==> config.mk <==
export PLATFORM = sky130hd
export DESIGN_NAME = bmorph_outq
export DESIGN_NICKNAME = d
export VERILOG_FILES = /design/src/sv/bmorph_pkg.sv /design/src/sv/bmorph_outq.sv
export SDC_FILE = /design/constraint.sdc
export NUM_CORES = 1
export LEC_CHECK = 0
export BUFFER_PORTS_ARGS = -buffer_cell sky130_fd_sc_hd__clkbuf_2
export CAP_MARGIN = 40
export CORE_UTILIZATION = 53
export DETAILED_ROUTE_END_ITERATION = 8
export PLACE_DENSITY = 0.79
export SETUP_SLACK_MARGIN = 0.1
export SYNTH_ARGS = -nofsm -noshare
export SYNTH_HDL_FRONTEND = slang
export SYNTH_SLANG_ARGS = --single-unit
==> constraint.sdc <==
create_clock -name clk -period 2.6 [get_ports clk]
set_input_delay 0.52 -clock clk [delete_from_list [all_inputs] [get_ports clk]]
set_output_delay 0.52 -clock clk [all_outputs]
set_load 0.05 [all_outputs]
==> src/sv/bmorph_pkg.sv <==
// Shared types and constants of the 3x3 binary morphology core.
// Used by every module of the block but bmorph_ram; depends on nothing else.
package bmorph_pkg;

    localparam int PIX_W      = 8;
    localparam int IMG_W_BITS = 11;
    localparam int IMG_H_BITS = 16;
    localparam int PADDR_W    = 4;
    localparam int PDATA_W    = 32;
    localparam int OUTQ_DEPTH = 4;
    localparam int OUTQ_PTR_W = 2;
    localparam int OUTQ_CNT_W = 3;

    localparam logic [PIX_W-1:0]      PIX_ON       = 8'd255;
    localparam logic [PIX_W-1:0]      PIX_OFF      = 8'd0;
    localparam logic [IMG_W_BITS-1:0] WIDTH_RESET  = 11'd640;
    localparam logic [IMG_H_BITS-1:0] HEIGHT_RESET = 16'd480;
    localparam logic [IMG_H_BITS-1:0] MIN_HEIGHT   = 16'd3;

    typedef enum logic [1:0] {
        REG_OP_MODE      = 2'd0,
        REG_IMAGE_WIDTH  = 2'd1,
        REG_IMAGE_HEIGHT = 2'd2
    } reg_idx_t;

    typedef enum logic {
        MODE_ERODE  = 1'b0,
        MODE_DILATE = 1'b1
    } op_mode_t;

    typedef struct packed {
        logic emit;
        logic fwd;
        logic border;
        logic frame_end;
    } s1_ctrl_t;

    typedef struct packed {
        logic [PIX_W-1:0] pixel;
        logic             frame_end;
    } out_word_t;

endpackage

==> src/sv/bmorph_outq.sv <==
// Small result queue that decouples the window stage from the output channel.
// Holds finished words while the consumer stalls; uses bmorph_pkg.
module bmorph_outq
    import bmorph_pkg::*;
(
    input  logic                  clk,
    input  logic                  rst_n,
    input  logic                  push,
    input  out_word_t             push_word,
    input  logic                  pop_ready,
    output logic                  head_valid,
    output out_word_t             head_word,
    output logic [OUTQ_CNT_W-1:0] count
);

    out_word_t             slot_reg [OUTQ_DEPTH];
    logic [OUTQ_PTR_W-1:0] wr_ptr_reg, wr_ptr_next;
    logic [OUTQ_PTR_W-1:0] rd_ptr_reg, rd_ptr_next;
    logic [OUTQ_CNT_W-1:0] count_reg, count_next;
    logic                  pop;

    assign pop = head_valid && pop_ready;

    always_comb
    begin
        wr_ptr_next = push ? wr_ptr_reg + OUTQ_PTR_W'(1) : wr_ptr_reg;
        rd_ptr_next = pop ? rd_ptr_reg + OUTQ_PTR_W'(1) : rd_ptr_reg;
        count_next  = count_reg + OUTQ_CNT_W'(push) - OUTQ_CNT_W'(pop);
    end

    always_ff @(posedge clk or negedge rst_n)
    begin
        if (!rst_n)
        begin
            wr_ptr_reg <= '0;
            rd_ptr_reg <= '0;
            count_reg  <= '0;
        end
        else
        begin
            wr_ptr_reg <= wr_ptr_next;
            rd_ptr_reg <= rd_ptr_next;
            count_reg  <= count_next;
        end
    end

    always_ff @(posedge clk)
    begin
        if (push)
        begin
            slot_reg[wr_ptr_reg] <= push_word;
        end
    end

    assign head_valid = count_reg != '0;
    assign head_word  = slot_reg[rd_ptr_reg];
    assign count      = count_reg;

endmodule

Word-level counts from Yosys, hierarchy flattened. Memory sizes are Yosys's and may differ from the RTL's. Index checks and enable logic that the tools add are counted.

Add/sub/neg operators: 4. Muxes and demuxes: 2. Reduce and logical (&&, ||, !) cells: 2.

Operators by type and width (number): $add 2x1->2 const B (2); $add 3x1->3 (1); $reduce_bool 3->1 (1); $sub 3x1->3 (1); $mux 1 (2); $logic_and 1x1->1 (1).

Flip-flop bits (word level): 7. RAM bits: 36. Word-level logic and storage cells: 12. Memories kept: 1.

Memory list: slot_reg (depth 4, width 9, read ports 1, clocked after memory_dff 0, write ports 1, RTL line bmorph_outq.sv:16) `out_word_t slot_reg [OUTQ_DEPTH];`.

Depth between registers and ports, before layout.
Depth in word-level cells: 3. Depth in mapped cells: 7. Mapped depth without buffers: 7.

Least setup slack after synthesis. Ideal clock, no wire load.

Path kind: register to register. Start: register count_reg[1] (netlist: count[1]). End: register count_reg[2] (netlist: count[2]). Arrival time: 2076 ps. Data required time: 2476 ps. Setup slack: 400 ps. Stages on the path, launching flop included: 8. Path buffers: 0. Clock period less this slack: 2200 ps. Cells stage by stage: dfrtp_1 -> o31a_1 -> ha_1 -> inv_1 -> ha_1 -> fa_1 -> xnor2_1 -> xnor2_1.

Word-level cells in the longest chain between the ends: 3.

RTL lines: start, declared (RTL line bmorph_outq.sv:19) `logic [OUTQ_CNT_W-1:0] count_reg, count_next;`; start signal, assigned (RTL line bmorph_outq.sv:43) `count_reg <= count_next;`; $reduce_bool 3->1 (RTL line bmorph_outq.sv:55) `assign head_valid = count_reg != '0;`; $logic_and 1x1->1 (RTL line bmorph_outq.sv:22) `assign pop = head_valid && pop_ready;`; via pop (RTL line bmorph_outq.sv:20) `logic pop;`; $sub 3x1->3 (RTL line bmorph_outq.sv:28) `count_next = count_reg + OUTQ_CNT_W'(push) - OUTQ_CNT_W'(pop);`; via count_next[2] (RTL line bmorph_outq.sv:19).

The timed path passes the listed nets, and every way through them passes these cells. A chain may end at the register's enable or synchronous reset.

==> impl_metrics.py <==
metrics = {
    "min_path": {
        "whs_endpoint": "slot_reg[1][7]",
        "min_path_type": "in2reg",
        "worstHoldStart": "push_word[7]",
        "worstHoldPathCells": 1,
    },
    "synthesis": {
        "synth_common_cells": "edfxtp_1 (36), mux4_2 (8), dfrtp_1 (7)",
        "ys_types": 17,
        "syn_inst": 81,
        "yosys.area.top_type": "edfxtp_1",
        "synthTopCellsByArea": "edfxtp_1 (64%), mux4_2 (11%), dfrtp_1 (10%), ha_1 (4.4%), mux4_1 (1.5%)",
        "synth_nets": 101,
        "synthFlopType": "edfxtp_1",
        "ys_async_sr_fraction_pct": 16.3,
        "ys_seq_elements": 43,
        "syn_area_um2": 1700,
        "synth_most_common_cell": "edfxtp_1",
        "synth_edf_count": 36,
        "synth_top_area_share_pct": 63.7,
        "ys_seq_area_share_pct": 74.0,
        "avgSynthCellArea_um2": 21.0,
        "yosys_warnings": 0,
    },
    "routing": {
        "drc_errors": 0,
        "dr.pass1.iters": 3,
        "ant_nets": 0,
        "via_per_inst": 5.13,
        "initialDrtViolationCount": 20,
        "routed-via-count": 810,
        "routed_wl_um": 2520,
        "wl_per_cell_um": 16.0,
    },
    "floorplanning": {
        "coreArea_um2": 3050,
        "ios": 26,
        "die_w_um": 58.6,
        "die_area_um2": 3430,
        "dieHeight_um": 58.6,
        "rows": 20,
        "initial_core_util_pct": 55.6,
    },
    "placed_design": {
        "place_congestion": 0.623,
        "io_buffers": 25,
        "hpwl_um": 1780,
    },
    "critical_path": {
        "ff2ff_setup_slack_ns": 0.56,
        "path_buf_inv": 2,
        "r2r_start": "count[1]",
        "endpoint_kind": "primary output",
        "start_kind": "register",
        "reg2reg_depth": 7,
        "arrival_ns": 1.81,
        "rr_endpoint": "count[2]",
        "critical_path.max_stage_delay_ns": 0.57,
        "crit_required_ns": 2.08,
        "path_cells": "buf_4, mux4_1, clkbuf_2",
        "path_delay_family": "multiplexers",
        "path_class": "reg2out",
        "slowest_stage": "mux4_1",
        "worstPathMaxFanout": 9,
    },
    "finish": {
        "insertedDiodeCount": 0,
        "fin_nets": 133,
        "layout-drive-gt1-share_pct": 36.8,
        "largest_register_ffs": 36,
        "synthToLayoutAreaGrowth_pct": 13.8,
        "fillers": 229,
    },
    "run_status": {
        "outcome": "complete, no violations",
    },
    "global_route": {
        "grt_use_total_pct": 17.2,
        "antenna_found_initial": 0,
        "gr-total-overflow": 0,
        "grt_max_degree": 14,
        "grt_pass1_wl_um": 4030,
        "grt_pass1_vias": 879,
    },
    "timing": {
        "fin_tns_setup_ns": 0,
        "hold_violations": 0,
        "slew_viol_final": 0,
        "tightest_slew_ns": 0.519,
        "rsz0062_at_grt": "no",
        "max_slew_margin_pct": 65.4,
        "post-route-period-util_pct": 89.6,
        "skew_ns": 0.00522,
        "fmax_mhz": 429,
        "setup_violations": 0,
        "fin_crit_ns": 2.33,
    },
    "clock_network": {
        "numCtsBuffers": 5,
        "clk_path_buf_depth": 2,
        "post_cts_resized": 0,
        "cts_setup_buffers": 0,
        "cts-root-buf": "clkbuf_4",
        "insertion_delay_ns": 0.34,
        "cts_sinks": 43,
        "path_clk_slew_ns": 0.12,
        "htree_levels": 2,
        "cts_tree": "built",
    },
    "run": {
        "maxCapViolCount": 0,
    },
}
==> cell type report <==
class / instances / area (um^2) / share of cell area [%]
Inverter: 6 / 22.5 / 1.17
Clock inverter: 3 / 15.0 / 0.777
Multi-Input combinational cell: 30 / 403 / 20.9
Clock buffer: 5 / 37.5 / 1.94
Tap cell: 44 / 55.1 / 2.85
Timing Repair Buffer: 27 / 143 / 7.38
Sequential cell: 43 / 1260 / 65.0
==> how the worst max path moves through the flow <==
stage              endpoint           from  depth (start not counted)
4_1_cts        head_word[8]  rd_ptr_reg[0]                          3
2_1_floorplan      count[2]       count[1]                          7
3_3_place_gp   head_word[8]  rd_ptr_reg[0]                          3
6_report       head_word[8]  rd_ptr_reg[0]                          3
5_1_grt        head_word[8]  rd_ptr_reg[0]                          3
3_5_place_dp       count[2]       count[1]                          7
==> timing repair <==
action,4_1_cts,5_1_grt
endpoints found under the hold margin,7,0
hold buffers,1,0
setup endpoints to repair,0,0
==> metal layers <==
metal | part of all wire [%] | global-route usage (%)
met1 | 41 | 18.8
met2 | 52 | 30.0
met3 | 5.1 | 6.81
met4 | 1.8 | 7.14
met5 | 0 | 0
==> cell families after synthesis <==
family | synth area share, %
fa+ha+maj | 5.60
compound gates | 1.33
xor+xnor | 2.58
simple gates | 2.06
buf+inv | 2.28
mux | 12.2
flops | 74.0
==> cells in the final DEF (no fill, tap or decap) <==
cell	synthesis	layout
mux4_1	1	1
o311ai_0	1	1
fa_1	1	1
mux4_2	8	8
clkbuf_2	0	25
buf_4	0	1
inv_1	6	6
edfxtp_1	36	36
or3_1	1	1
ha_1	6	6
o21ai_0	1	1
o31a_1	1	1
and2_1	4	4
dfrtp_1	7	7
xnor2_1	3	3
nand2_1	1	1
clkinv_2	0	3
xor2_1	2	2
clkbuf_4	0	5
dlygate4sd3_1	0	1
==> worst register-to-register path: stages (launching register included) <==
cell	delay, ns
dfrtp_1	0.44
o31a_1	0.36
ha_1	0.28
inv_1	0.03
ha_1	0.18
fa_1	0.38
xnor2_1	0.18
xnor2_1	0.13
==> through the flow <==
stage	worst slack, ns	utilization [%]	hold WS, ns	std cells	cell area (um^2)
final	0.270	63.3	0.388	158	1930
after global routing	0.155	63.3	0.371	158	1930
after CTS	0.233	63.3	0.369	158	1930
after detailed placement	0.578	61.2	0.367	149	1870
after global placement	0.628	61.2	0.364	149	1870
after floorplan	0.400	-	0.224	81	1700
Power is left out: the tool's default activity adds up to more than one toggle a clock period on the data nets, which glitch-free logic cannot reach.
