==> config.mk <==
export PLATFORM = sky130hd
export DESIGN_NAME = bmorph_window
export DESIGN_NICKNAME = d
export VERILOG_FILES = /design/src/sv/bmorph_pkg.sv /design/src/sv/bmorph_window.sv
export SDC_FILE = /design/constraint.sdc
export NUM_CORES = 1
export LEC_CHECK = 0
export ABC_AREA = 0
export BUFFER_PORTS_ARGS = -buffer_cell sky130_fd_sc_hd__buf_2
export CORE_ASPECT_RATIO = 0.6
export CORE_MARGIN = 2
export CORE_UTILIZATION = 26
export DETAILED_ROUTE_END_ITERATION = 6
export HOLD_SLACK_MARGIN = 0.05
export PLACE_DENSITY = 0.47
export SKIP_CTS_REPAIR_TIMING = 1
export SLEW_MARGIN = 20
export SYNTH_ARGS = -nofsm -noshare
export SYNTH_HDL_FRONTEND = slang
export SYNTH_SLANG_ARGS = --single-unit
==> constraint.sdc <==
create_clock -name clk -period 1.7 [get_ports clk]
set_input_delay 0.085 -clock clk [delete_from_list [all_inputs] [get_ports clk]]
set_output_delay 0.085 -clock clk [all_outputs]
set_load 0.1 [all_outputs]
==> src/sv/bmorph_pkg.sv <==
// Shared types and constants of the 3x3 binary morphology core.
// Used by every module of the block but bmorph_ram; depends on nothing else.
package bmorph_pkg;

    localparam int PIX_W      = 8;
    localparam int IMG_W_BITS = 11;
    localparam int IMG_H_BITS = 16;
    localparam int PADDR_W    = 4;
    localparam int PDATA_W    = 32;
    localparam int OUTQ_DEPTH = 4;
    localparam int OUTQ_PTR_W = 2;
    localparam int OUTQ_CNT_W = 3;

    localparam logic [PIX_W-1:0]      PIX_ON       = 8'd255;
    localparam logic [PIX_W-1:0]      PIX_OFF      = 8'd0;
    localparam logic [IMG_W_BITS-1:0] WIDTH_RESET  = 11'd640;
    localparam logic [IMG_H_BITS-1:0] HEIGHT_RESET = 16'd480;
    localparam logic [IMG_H_BITS-1:0] MIN_HEIGHT   = 16'd3;

    typedef enum logic [1:0] {
        REG_OP_MODE      = 2'd0,
        REG_IMAGE_WIDTH  = 2'd1,
        REG_IMAGE_HEIGHT = 2'd2
    } reg_idx_t;

    typedef enum logic {
        MODE_ERODE  = 1'b0,
        MODE_DILATE = 1'b1
    } op_mode_t;

    typedef struct packed {
        logic emit;
        logic fwd;
        logic border;
        logic frame_end;
    } s1_ctrl_t;

    typedef struct packed {
        logic [PIX_W-1:0] pixel;
        logic             frame_end;
    } out_word_t;

endpackage

==> src/sv/bmorph_window.sv <==
// 3x3 window registers and the erode/dilate decision for one word.
// Takes line store read data from the top level; uses bmorph_pkg.
module bmorph_window
    import bmorph_pkg::*;
(
    input  logic             clk,
    input  logic             rst_n,
    input  logic             valid,
    input  s1_ctrl_t         ctrl,
    input  logic             op_mode,
    input  logic [PIX_W-1:0] pixel,
    input  logic [PIX_W-1:0] a_rdata,
    input  logic [PIX_W-1:0] b_rdata,
    input  logic [PIX_W-1:0] fwd_mid,
    input  logic [PIX_W-1:0] fwd_top,
    output logic [PIX_W-1:0] mid,
    output logic             push,
    output out_word_t        push_word
);

    logic [PIX_W-1:0] win_reg  [3][3];
    logic [PIX_W-1:0] win_next [3][3];
    logic [PIX_W-1:0] top;
    logic             any_off;
    logic             any_on;
    logic [PIX_W-1:0] res;

    always_comb
    begin
        mid = ctrl.fwd ? fwd_mid : a_rdata;
        top = ctrl.fwd ? fwd_top : b_rdata;
        for (int i = 0; i < 3; i++)
        begin
            win_next[i][0] = win_reg[i][1];
            win_next[i][1] = win_reg[i][2];
        end
        win_next[0][2] = top;
        win_next[1][2] = mid;
        win_next[2][2] = pixel;
    end

    always_comb
    begin
        any_off = 1'b0;
        any_on  = 1'b0;
        for (int i = 0; i < 3; i++)
        begin
            for (int j = 0; j < 3; j++)
            begin
                any_off = any_off || (win_next[i][j] == PIX_OFF);
                any_on  = any_on  || (win_next[i][j] == PIX_ON);
            end
        end
        if (ctrl.border)
        begin
            res = win_next[1][1];
        end
        else if (op_mode_t'(op_mode) == MODE_DILATE)
        begin
            res = any_on ? PIX_ON : PIX_OFF;
        end
        else
        begin
            res = any_off ? PIX_OFF : PIX_ON;
        end
    end

    always_ff @(posedge clk or negedge rst_n)
    begin
        if (!rst_n)
        begin
            for (int i = 0; i < 3; i++)
            begin
                for (int j = 0; j < 3; j++)
                begin
                    win_reg[i][j] <= '0;
                end
            end
        end
        else if (valid)
        begin
            win_reg <= win_next;
        end
    end

    assign push                = valid && ctrl.emit;
    assign push_word.pixel     = res;
    assign push_word.frame_end = ctrl.frame_end;

endmodule

=== After elaboration in Yosys (flattened, before gate mapping) ===
Index checks and enable logic that the tools add are counted.

* Equality and inequality tests: 9
* Mux-type cells: 6
* Reduce and logical (&&, ||, !) cells: 26

{| class="wikitable"
|+ Operators with widths
! cell !! number
|-
| $eq A8 B8 Y1 const B || 9
|-
| $logic_not A8 Y1 || 9
|-
| $mux W8 || 6
|-
| $logic_or A1 B1 Y1 || 16
|-
| $logic_and A1 B1 Y1 || 1
|}

* Bits in registers: 48
* Input port bits: 48
* Output and inout port bits: 18

=== Logic depth before layout (Yosys ltp) ===
* Depth in word-level cells: 12
* Depth in mapped cells: 6
* Gate-level depth less buffers: 5

=== Worst setup path after synthesis ===
No wires, ideal clock.

* Path kind: input to output
* Start point: in ctrl[2] in the netlist's numbering
* End point: out push_word[1] in the netlist's numbering
* Arrival: 2421 ps
* Data required time: 1615 ps
* Slack: -806 ps
* Stages on the path: 6
* Path buffers: 2
* Cells stage by stage: buf_6 clkbuf_2 nor4b_2 o22ai_1 a41oi_4 a21oi_1

{| class="wikitable"
|+ RTL lines
! item !! RTL line !! RTL
|-
| from (decl) || bmorph_window.sv:9 || <nowiki>input s1_ctrl_t ctrl,</nowiki>
|-
| to (decl) || bmorph_window.sv:18 || <nowiki>output out_word_t push_word</nowiki>
|}

==> summary.md <==
| Metric | Value |
|---|---|
| Status | finished with violations |
| Violated checks | setup timing |
| Drt pass-1 iters | 4 |
| Top FF cell, synth | dfrtp_1 |
| Clk_lat worst skew | 290 ps |
| Final net count | 404 |
| Max reg flops | 48 |
| Chip Height | 81.5 microns |
| Number of synthesized flops with an enable pin | 0 |
| Vias per cell | 4.62 |
| Via count of the first global-routing pass | 2342 |
| Clock Skew | 4.21 ps |
| Die area | 10900 sq um |
| Final critical-path setup slack | -484 ps |
| Routability cong. | 0.810 |
| Fin. Hold Viols | 0 |
| CP Class | flip-flop to output pin |
| CTS tree | done |
| Max-cap viol count | 0 |
| Clock Sinks | 48 |
| DR DRC count | 0 |
| Seq/Total Area, Yosys | 46.2% |
| Synth warn | 0 |
| Cell with the most instances after synthesis | dfrtp_1 |
| Overall global routing resource usage | 14.5% |
| Compound-Gate Fraction of Synth Area | 7.02% |
| Critical Path RT | 1620 ps |
| Leading area contributor after synthesis | dfrtp_1 |
| Mean Syn Cell Area | 11.3 sq um |
| Crit-path max FO | 8 |
| Slew HR | 62.1% |
| Area fraction in and, or, nand and nor cells after synthesis | 19.3% |
| First-pass GRT wire length | 12.2 mm |
| IO Port Bufs | 63 |
| Core area | 9810 sq um |
| Type of origin of the critical path | flip-flop |
| Largest net degree at the start of global routing | 58 |
| WL final | 7.43 mm |
| Final Max Slew Viols | 0 |
| Peak VDD IR | 0.345 mV |
| Avg WL per Cell | 15.1 microns |
| Tcrit/Tclk final | 128% |
| Post-DP HPWL | 5.73 mm |
| Share of the synthesized area in the top cell type | 46.2% |
| Critical Path End Type | output pin |
| Pre-CTS setup slack | -313 ps |
| Fraction of layout cells with a size suffix above 1 | 55.7% |
| Yosys cell types | 32 |
| FP Rows | 28 |
| Post-synthesis xor/xnor area fraction | 0% |
| Total CTS buffers | 5 |
| Gr ovfl total | 0 |
| Largest family of logic cells by synthesized area | multiplexers |
| Area contributors post-synth | dfrtp_1 (46%), mux2_2 (17%), nand4_1 (4.3%) |
| FMAX | 458 MHz |
| DIE WIDTH | 133 microns |
| Hold depth | 2 |
| CTS max path bufs | 2 |
| Total Power | 3.56 mW |
| Initial core utilization | 26.5% |
| DR iter-0 viols | 93 |
| Unrepaired setup endpoints after global routing | yes |
| Adder-Cell Fraction of Synth Area | 0% |
| Post-layout minimum cycle time | 2180 ps |
| CTS root buf | clkbuf_16 |
| Synth cell count leaders | dfrtp_1 (48), mux2_2 (40), a21oi_1 (20) |
| Final Setup Violations | 8 |
| Syn_nets | 279 |
| Slew @ Worst Pin | 569 ps |
| Cell area after synthesis | 2600 sq um |
| Synth Instances | 231 |
| Clk slew on worst S/H paths | 60 ps |
| Leakage power | 1.69 nW |
| H-Tree Level Count | 2 |
| Post-synth ARST share | 100% |
| Detail Route Antenna Nets | 0 |
| Ports | 66 |
| Power density over the cells | 914 nW/um^2 |
| R2R depth | 3 |
| Area Growth Syn to Fin | 49.7% |
| Via count | 2273 |
| Worst Path Arrival | 2100 ps |
| Yosys reg bits | 48 |
| Initial antenna violation count | 0 |
| Hold/Removal Path Class | input pin to flip-flop |
| Multiplexer area fraction after synthesis | 23.2% |
| Ant diodes | 0 |
kinds of logic after synthesis:
group / after synthesis
flip-flops: 48
AO/OA/AOI/OAI: 26
buffers and inverters: 18
AND/OR/NAND/NOR: 86
multiplexers: 53
layer usage:
layer / up-vias / GRT usage (%) / share of wire [%] / wire (microns)
met5: - / 0 / 0 / 0
met4: 0 / 3.30 / 0.70 / 52
met1: 1078 / 22.6 / 55 / 4080
met2: 70 / 19.7 / 38 / 2810
li1: 1118 / - / - / -
met3: 7 / 3.46 / 6.5 / 480
stage by stage:
stage / instances / utilization (%) / hold WS, ps / instance area, sq um / setup TNS (ps)
finish: 492 / 39.7 / 64.0 / 3890 / -3800
floorplan: 231 / - / -211 / 2630 / -3530
global route: 492 / 39.7 / 64.7 / 3890 / -4550
global placement: 483 / 36.7 / 106 / 3600 / -2450
detailed placement: 483 / 36.7 / 109 / 3600 / -2470
CTS: 491 / 38.2 / -195 / 3740 / -5020
cell usage in the layout (no fill, tap or decap):
cell type / netlist / routed
or3_1: 1 / 1
and3_1: 4 / 4
a21oi_4: 0 / 1
nand4_1: 18 / 18
buf_2: 2 / 54
a22oi_1: 1 / 1
a31oi_1: 1 / 1
and2_1: 1 / 1
dlygate4sd3_1: 0 / 1
buf_12: 0 / 12
nor4b_2: 1 / 1
and4_1: 1 / 1
nor3b_1: 1 / 1
a21o_1: 1 / 1
a21oi_2: 0 / 7
a21oi_1: 20 / 12
nand3_1: 3 / 3
dfrtp_1: 48 / 48
mux2_1: 3 / 3
clkbuf_1: 5 / 2
or4_4: 1 / 2
o22ai_1: 1 / 1
nor4_1: 17 / 16
nor2b_1: 11 / 11
nor3_1: 2 / 2
mux2_2: 40 / 40
mux2_4: 4 / 4
mux2i_1: 6 / 6
nor2_1: 15 / 15
buf_4: 9 / 68
nor4_2: 0 / 1
clkbuf_16: 0 / 5
clkbuf_8: 0 / 1
buf_6: 1 / 1
a41oi_4: 1 / 1
o41ai_4: 1 / 1
or4_1: 4 / 3
nand2_1: 6 / 6
worst paths after layout:
kind / start / slack, ps / endpoint
max: win_next[61] / -480 / push_word[3]
min reg2reg: win_next[40] / 540 / win_next[40]
max reg2reg: win_next[33] / 660 / win_next[41]
min: pixel[2] / 60 / win_next[10]
min in group asynchronous: rst_n / 320 / win_next[12]
max in group asynchronous: rst_n / 840 / win_next[68]
power by group:
| group | switching, mW | leakage (nW) | internal (mW) | total, mW |
|---|---|---|---|---|
| Sequential | 0.112 | 0.555 | 1.30 | 1.41 |
| Clock | 0.404 | 0.0712 | 0.587 | 0.992 |
| Combinational | 0.630 | 1.07 | 0.529 | 1.16 |
cell type report:
cell class              count  area (sq um)
well taps                 135           169
fillers                   972          5910
multi-input cells         165          1340
clock buffers               8           146
repair buffers            136          1040
flip-flops and latches     48          1200
critical path, cell delays in order (launching register included):
cell	delay, ps
dfrtp_1	420
nand4_1	130
nor2_1	60
or3_1	400
o41ai_4	340
buf_6	210
a21oi_2	90
buf_12	170
Power figures use the tool's default switching activity.
