## src/sv/bmorph_pkg.sv

```systemverilog
// Shared types and constants of the 3x3 binary morphology core.
// Used by every module of the block but bmorph_ram; depends on nothing else.
package bmorph_pkg;

    localparam int PIX_W      = 8;
    localparam int IMG_W_BITS = 11;
    localparam int IMG_H_BITS = 16;
    localparam int PADDR_W    = 4;
    localparam int PDATA_W    = 32;
    localparam int OUTQ_DEPTH = 4;
    localparam int OUTQ_PTR_W = 2;
    localparam int OUTQ_CNT_W = 3;

    localparam logic [PIX_W-1:0]      PIX_ON       = 8'd255;
    localparam logic [PIX_W-1:0]      PIX_OFF      = 8'd0;
    localparam logic [IMG_W_BITS-1:0] WIDTH_RESET  = 11'd640;
    localparam logic [IMG_H_BITS-1:0] HEIGHT_RESET = 16'd480;
    localparam logic [IMG_H_BITS-1:0] MIN_HEIGHT   = 16'd3;

    typedef enum logic [1:0] {
        REG_OP_MODE      = 2'd0,
        REG_IMAGE_WIDTH  = 2'd1,
        REG_IMAGE_HEIGHT = 2'd2
    } reg_idx_t;

    typedef enum logic {
        MODE_ERODE  = 1'b0,
        MODE_DILATE = 1'b1
    } op_mode_t;

    typedef struct packed {
        logic emit;
        logic fwd;
        logic border;
        logic frame_end;
    } s1_ctrl_t;

    typedef struct packed {
        logic [PIX_W-1:0] pixel;
        logic             frame_end;
    } out_word_t;

endpackage

```

## src/sv/bmorph_div.sv

```systemverilog
// Bit-serial restoring divider, one quotient bit per cycle.
// Recomputes the output row and column after a register write; uses bmorph_pkg.
module bmorph_div
    import bmorph_pkg::*;
#(
    parameter int DIVIDEND_W = 26,
    parameter int DIVISOR_W  = 11
) (
    input  logic                  clk,
    input  logic                  rst_n,
    input  logic                  start,
    input  logic [DIVIDEND_W-1:0] dividend,
    input  logic [DIVISOR_W-1:0]  divisor,
    output logic                  busy,
    output logic                  done,
    output logic [DIVIDEND_W-1:0] quotient,
    output logic [DIVISOR_W-1:0]  remainder
);

    localparam int CNT_W = $clog2(DIVIDEND_W + 1);

    logic                  busy_reg, busy_next;
    logic                  done_reg, done_next;
    logic [CNT_W-1:0]      cnt_reg, cnt_next;
    logic [DIVIDEND_W-1:0] dq_reg, dq_next;
    logic [DIVISOR_W-1:0]  rem_reg, rem_next;
    logic [DIVISOR_W:0]    trial;
    logic                  fits;

    always_comb
    begin
        trial     = {rem_reg, dq_reg[DIVIDEND_W-1]};
        fits      = trial >= {1'b0, divisor};
        busy_next = busy_reg;
        done_next = 1'b0;
        cnt_next  = cnt_reg;
        dq_next   = dq_reg;
        rem_next  = rem_reg;
        if (start)
        begin
            busy_next = 1'b1;
            cnt_next  = CNT_W'(DIVIDEND_W);
            dq_next   = dividend;
            rem_next  = '0;
        end
        else if (busy_reg)
        begin
            rem_next = fits ? DIVISOR_W'(trial - {1'b0, divisor}) : DIVISOR_W'(trial);
            dq_next  = {dq_reg[DIVIDEND_W-2:0], fits};
            cnt_next = cnt_reg - CNT_W'(1);
            if (cnt_reg == CNT_W'(1))
            begin
                busy_next = 1'b0;
                done_next = 1'b1;
            end
        end
    end

    always_ff @(posedge clk or negedge rst_n)
    begin
        if (!rst_n)
        begin
            busy_reg <= 1'b0;
            done_reg <= 1'b0;
            cnt_reg  <= '0;
        end
        else
        begin
            busy_reg <= busy_next;
            done_reg <= done_next;
            cnt_reg  <= cnt_next;
        end
    end

    always_ff @(posedge clk)
    begin
        dq_reg  <= dq_next;
        rem_reg <= rem_next;
    end

    assign busy      = busy_reg || done_reg;
    assign done      = done_reg;
    assign quotient  = dq_reg;
    assign remainder = rem_reg;

endmodule

```

## config.mk

```make
export PLATFORM = sky130hd
export DESIGN_NAME = bmorph_div
export DESIGN_NICKNAME = d
export VERILOG_FILES = /design/src/sv/bmorph_pkg.sv /design/src/sv/bmorph_div.sv
export SDC_FILE = /design/constraint.sdc
export NUM_CORES = 1
export LEC_CHECK = 0
export ABC_AREA = 1
export BUFFER_PORTS_ARGS = -buffer_cell sky130_fd_sc_hd__clkbuf_2
export CAP_MARGIN = 25
export CORE_AREA = 2 2 76 78
export DETAILED_ROUTE_END_ITERATION = 8
export DIE_AREA = 0 0 78 80
export PLACE_DENSITY = 0.82
export SLEW_MARGIN = 20
export SYNTH_ARGS = -nofsm -noshare
export SYNTH_HDL_FRONTEND = slang
export SYNTH_SLANG_ARGS = --single-unit
```

## constraint.sdc

```tcl
create_clock -name clk -period 2.2 [get_ports clk]
set_clock_uncertainty 0.15 [all_clocks]
set_input_delay 0.22 -clock clk [delete_from_list [all_inputs] [get_ports clk]]
set_output_delay 0.22 -clock clk [all_outputs]
set_load 0.05 [all_outputs]
```

=== Word-level counts from Yosys, hierarchy flattened ===
Cells that the tools add are included.

* Flip-flop bits (word level): 44
* Input bits: 40
* Output and inout port bits: 39
* Word-level logic and storage cells: 22

* $add $sub $neg: 2
* Order comparisons: 1
* Equality and inequality tests: 1
* Multiplexer cells: 11
* Reduce and logical (&&, ||, !) cells: 2

{| class="wikitable"
|+ Operators by type and width
! kind !! count
|-
| $mux 26 || 2
|-
| $ge 12x11->1 || 1
|-
| $mux 11 || 1
|-
| $sub 11x11->11 || 1
|-
| $mux 5 || 2
|-
| $mux 1 || 6
|-
| $eq 5x1->1 const B || 1
|-
| $sub 5x1->5 const B || 1
|-
| $reduce_bool 2->1 || 1
|-
| $logic_or 1x1->1 || 1
|}

=== Depth between registers and ports, before layout ===
* Depth after elaboration: 4
* Gate-level depth with buffers: 12
* Depth with buffers taken out: 12

=== Worst setup path before layout ===
Ideal clock, no wire load.

* Path type: register to register
* From: register dq_reg[25] (netlist: quotient[25])
* To: register rem_reg[6] (netlist: remainder[6])
* Library setup time: 0.114 ns
* Arrival: 2.087 ns
* Data required time: 1.936 ns
* Setup slack: -0.151 ns
* Cell stages (with the launch flop): 13
* Cells stage by stage: edfxtp_1 inv_1 ha_1 fa_1 inv_1 nand3_1 nand3_1 nand2_2 nand4_4 buf_12 nand3_2 nand3_1 nand2_1

* Longest elaborated chain between the ends: 2

{| class="wikitable"
|+ Ends and longest elaborated chain
! what !! RTL line !! text
|-
| start, declared || bmorph_div.sv:25 || <nowiki>logic [DIVIDEND_W-1:0] dq_reg, dq_next;</nowiki>
|-
| start signal, assigned || bmorph_div.sv:77 || <nowiki>dq_reg <= dq_next;</nowiki>
|-
| $sub 11x11->11 or $ge 12x11->1 (tied branches) || bmorph_div.sv:48, bmorph_div.sv:33 ||
|-
| $mux 11 * || bmorph_div.sv:48 || <nowiki>rem_next = fits ? DIVISOR_W'(trial - {1'b0, divisor}) : DIVISOR_W'(trial);</nowiki>
|-
| end signal, assigned || bmorph_div.sv:78 || <nowiki>rem_reg <= rem_next;</nowiki>
|-
| end, declared || bmorph_div.sv:26 || <nowiki>logic [DIVISOR_W-1:0] rem_reg, rem_next;</nowiki>
|}

Mark *: on every way between the ends. The rest lies on a longest branch, timed or not.
A chain may end at the register's enable or synchronous reset.

=== Worst setup path after layout ===
* From: register dq_reg[25] (netlist: quotient[25])
* To: register dq_reg[0] (netlist: quotient[0]), data pin

* Longest elaborated chain between the ends: 3

{| class="wikitable"
|+ Ends and longest elaborated chain
! what !! RTL line !! text
|-
| $ge 12x11->1 || bmorph_div.sv:33 || <nowiki>fits = trial >= {1'b0, divisor};</nowiki>
|-
| $mux 26 || bmorph_div.sv:46 || <nowiki>else if (busy_reg)</nowiki>
|-
| $mux 26 || bmorph_div.sv:39 || <nowiki>if (start)</nowiki>
|-
| named net dq_next[0] || bmorph_div.sv:25 ||
|}

The timed path passes the listed nets, and every way through them passes these cells. The select of a mux whose other input is x is not followed.

==> impl_metrics.yaml <==
final_layout:
  final_common_cell: "sky130_fd_sc_hd__nand2_1"
  final-instance-count-excl-fill: 517
  mostFrequentLayoutCells: "sky130_fd_sc_hd__nand2_1, sky130_fd_sc_hd__clkbuf_2, sky130_fd_sc_hd__inv_1"
  insertedDiodeCount: 0
  synthToLayoutAreaGrowth_pct: 22.9
  finish.instance_area_um2: 3370
  max_ffs_per_register: 26
  final_core_utilization_pct: 62.3
  final_nets: 498
  final_layout_size_suffix_gt1_share_pct: 28.8
cts:
  clock_sinks: 44
  cts_tree: "yes"
  tritoncts.num_buffers: 5
  cts.clk_slew.worst_paths_ns: 0.09
  skew_pair_late_insertion_delay_ns: 0.30
  bufs_on_longest_clock_path: 2
  cts_resized: 0
  htree_levels: 2
  ctsRootBufferMaster: "sky130_fd_sc_hd__clkbuf_8"
drt:
  drt_iter0_drc: 175
  routed-via-count: 2543
  avgRoutedWirePerCell_um: 12.7
  detailedRoute.firstPassIterationCount: 4
  avgViaCountPerCell: 4.92
  wl_mm: 6.58
  drcViolationCount: 0
  drtAntennaViolNets: 0
floorplanning:
  die-height_um: 80
  floorplan.initialDensity_pct: 50.7
  design.core.area_um2: 5410
  placementRows: 27
  design.die.area_um2: 6240
  die_w_um: 78
  num_io_pins: 79
worst_setup_path:
  worst_path_largest_cell_delay_ns: 0.39
  cpMaxStageDelayCell: "sky130_fd_sc_hd__edfxtp_1"
  critical_path.max_fanout: 12
  arrival_ns: 1.97
  timing.critical_path.required_ns: 2.12
  timing.critical_path.to_type: "flip-flop"
  timing.critical_path.buf_inv: 2
  timing.critical_path.max_delay_family: "simple AND/OR/NAND/NOR gates"
  path_cells: "inv_1, ha_2, fa_2, inv_2, nand3_2, nand3_2, nand2_2, nand4_4, nand2_1, nand2_1"
  type_of_the_worst_setup_path: "flip-flop to flip-flop"
  cp-start-kind: "flip-flop"
yosys:
  synth.yosys.seq_area_share_pct: 42.9
  yosys.area.top_type: "sky130_fd_sc_hd__edfxtp_1"
  synth.cell_area_um2: 2740
  mappedNetlistNets: 416
  total_of_flip_flops_plus_latches_after_synthesis: 44
  synthCells: 362
  top_area_cell_type_share_of_the_netlist_area_pct: 28.5
  synthDistinctLibCells: 31
  total_of_warnings_raised_by_yosys: 0
  syn_avg_cell_area_um2: 7.57
  netlist_top_cells_area: "sky130_fd_sc_hd__edfxtp_1, sky130_fd_sc_hd__nand2_1, sky130_fd_sc_hd__dfxtp_1"
sta:
  max_freq_mhz: 488
  worst_pin_slew_ns: 0.335
  grt_setup_unrepaired: "false"
  final.min_clock_period_ns: 2.05
  slew_headroom_pct: 77.6
  final-hold-violation-count: 0
  report.final.slew_viol_count: 0
  finalSetupViolations: 0
  finalCritPeriodShare_pct: 93.1
grt:
  global_route_wire_length_before_repair_mm: 10.6
  grt_antenna_before_repair: 0
  global_route_overflow: 0
  track_usage_pct: 21.5
  maximum_number_of_pins_on_one_net_before_global_route_repair: 28
  first_global_vias: 2450
pwr:
  pwr_density_cell_nw_per_um2: 1050
  vdd_ir_drop_max_mv: 0.566
  p_total_uw: 3550
  total_leakage_power_uw: 0.00187
placed_design:
  placedCellCount: 508
  hpwlAfterDp_mm: 5.01
  port_buffers: 78
  placed_cell_area_um2: 3240
  finalWeightedCongestion: 0.903
min_path:
  hp-class: "input pin to flip-flop"
run:
  drv_cap: 0
status:
  run_status: "finished clean"
==> tightest hold or removal path, delay by kind of cell <==
| kind | cells | cell delay, ns |
|---|---|---|
| buffers and inverters | 1 | 0.07 |
| AND/OR/NAND/NOR | 2 | 0.09 |
==> cell families after synthesis <==
group / synth area share [%]
AO/OA/AOI/OAI: 2.42
XOR/XNOR: 0.959
adder cells (fa/ha/maj): 6.67
buffers and inverters: 10.1
flip-flops: 42.9
AND/OR/NAND/NOR: 36.9
==> synth_stat cells, drive strengths merged <==
master  count
a21oi       7
a22oi       1
and2        1
buf         7
clkbuf      5
dfrtp       7
dfxtp      11
edfxtp     26
fa          1
ha         13
inv        53
nand2     156
nand3      32
nand4      16
nor2       17
o21ai       4
or2         2
xnor2       2
xor2        1
==> path summary, 6_finish.rpt <==
| check | startpoint | end | slack [ns] | depth (start not counted) |
|---|---|---|---|---|
| max | quotient[25] | quotient[0] | 0.15 | 10 |
| min | dividend[9] | quotient[9] | 0.03 | 3 |
| max reg2reg | quotient[25] | quotient[0] | 0.15 | 10 |
| min reg2reg | remainder[2] | remainder[2] | 0.34 | 2 |
| max in group asynchronous | rst_n | cnt_reg[3] | 1.60 | 2 |
| min in group asynchronous | rst_n | cnt_reg[4] | 0.13 | 2 |
==> metrics by stage <==
step	hold slack, ns	setup TNS (ns)	setup WS [ns]
global route	0.0342	0	0.00325
global placement	-0.0872	0	0.225
floorplan	-0.226	-0.0966	-0.0143
CTS	0.0262	0	0.140
finish	0.0311	0	0.153
detailed placement	-0.0794	0	0.157
==> per-layer routing <==
metal  up-vias  global-route usage (%)  wire length (um)
met2        79                    35.9              3170
li1       1309                       -                 -
met1      1140                    27.5              2910
met5         -                       0                 0
met3        15                    4.86               378
met4         0                    7.89               122
==> power breakdown <==
part           total, uW  switching (uW)  internal [uW]
logic               1760            1230            534
registers           1120             104           1020
clock network        668             296            372
total               3550            1630           1920
==> what timing repair did <==
item,in CTS,in global routing
setup buffers,0,0
hold buffers,1,0
endpoints found under the setup margin,0,0
endpoints found under the hold margin,7,0
==> final cells by class <==
class,instances,area [um^2]
multi-input cells,253,1320
well taps,72,90.1
clock buffers,6,82.6
repair buffers,87,460
flip-flops and latches,44,1180
inverters,53,199
clock inverters,2,38.8
fillers,518,2040
Power figures use the tool's default switching activity.
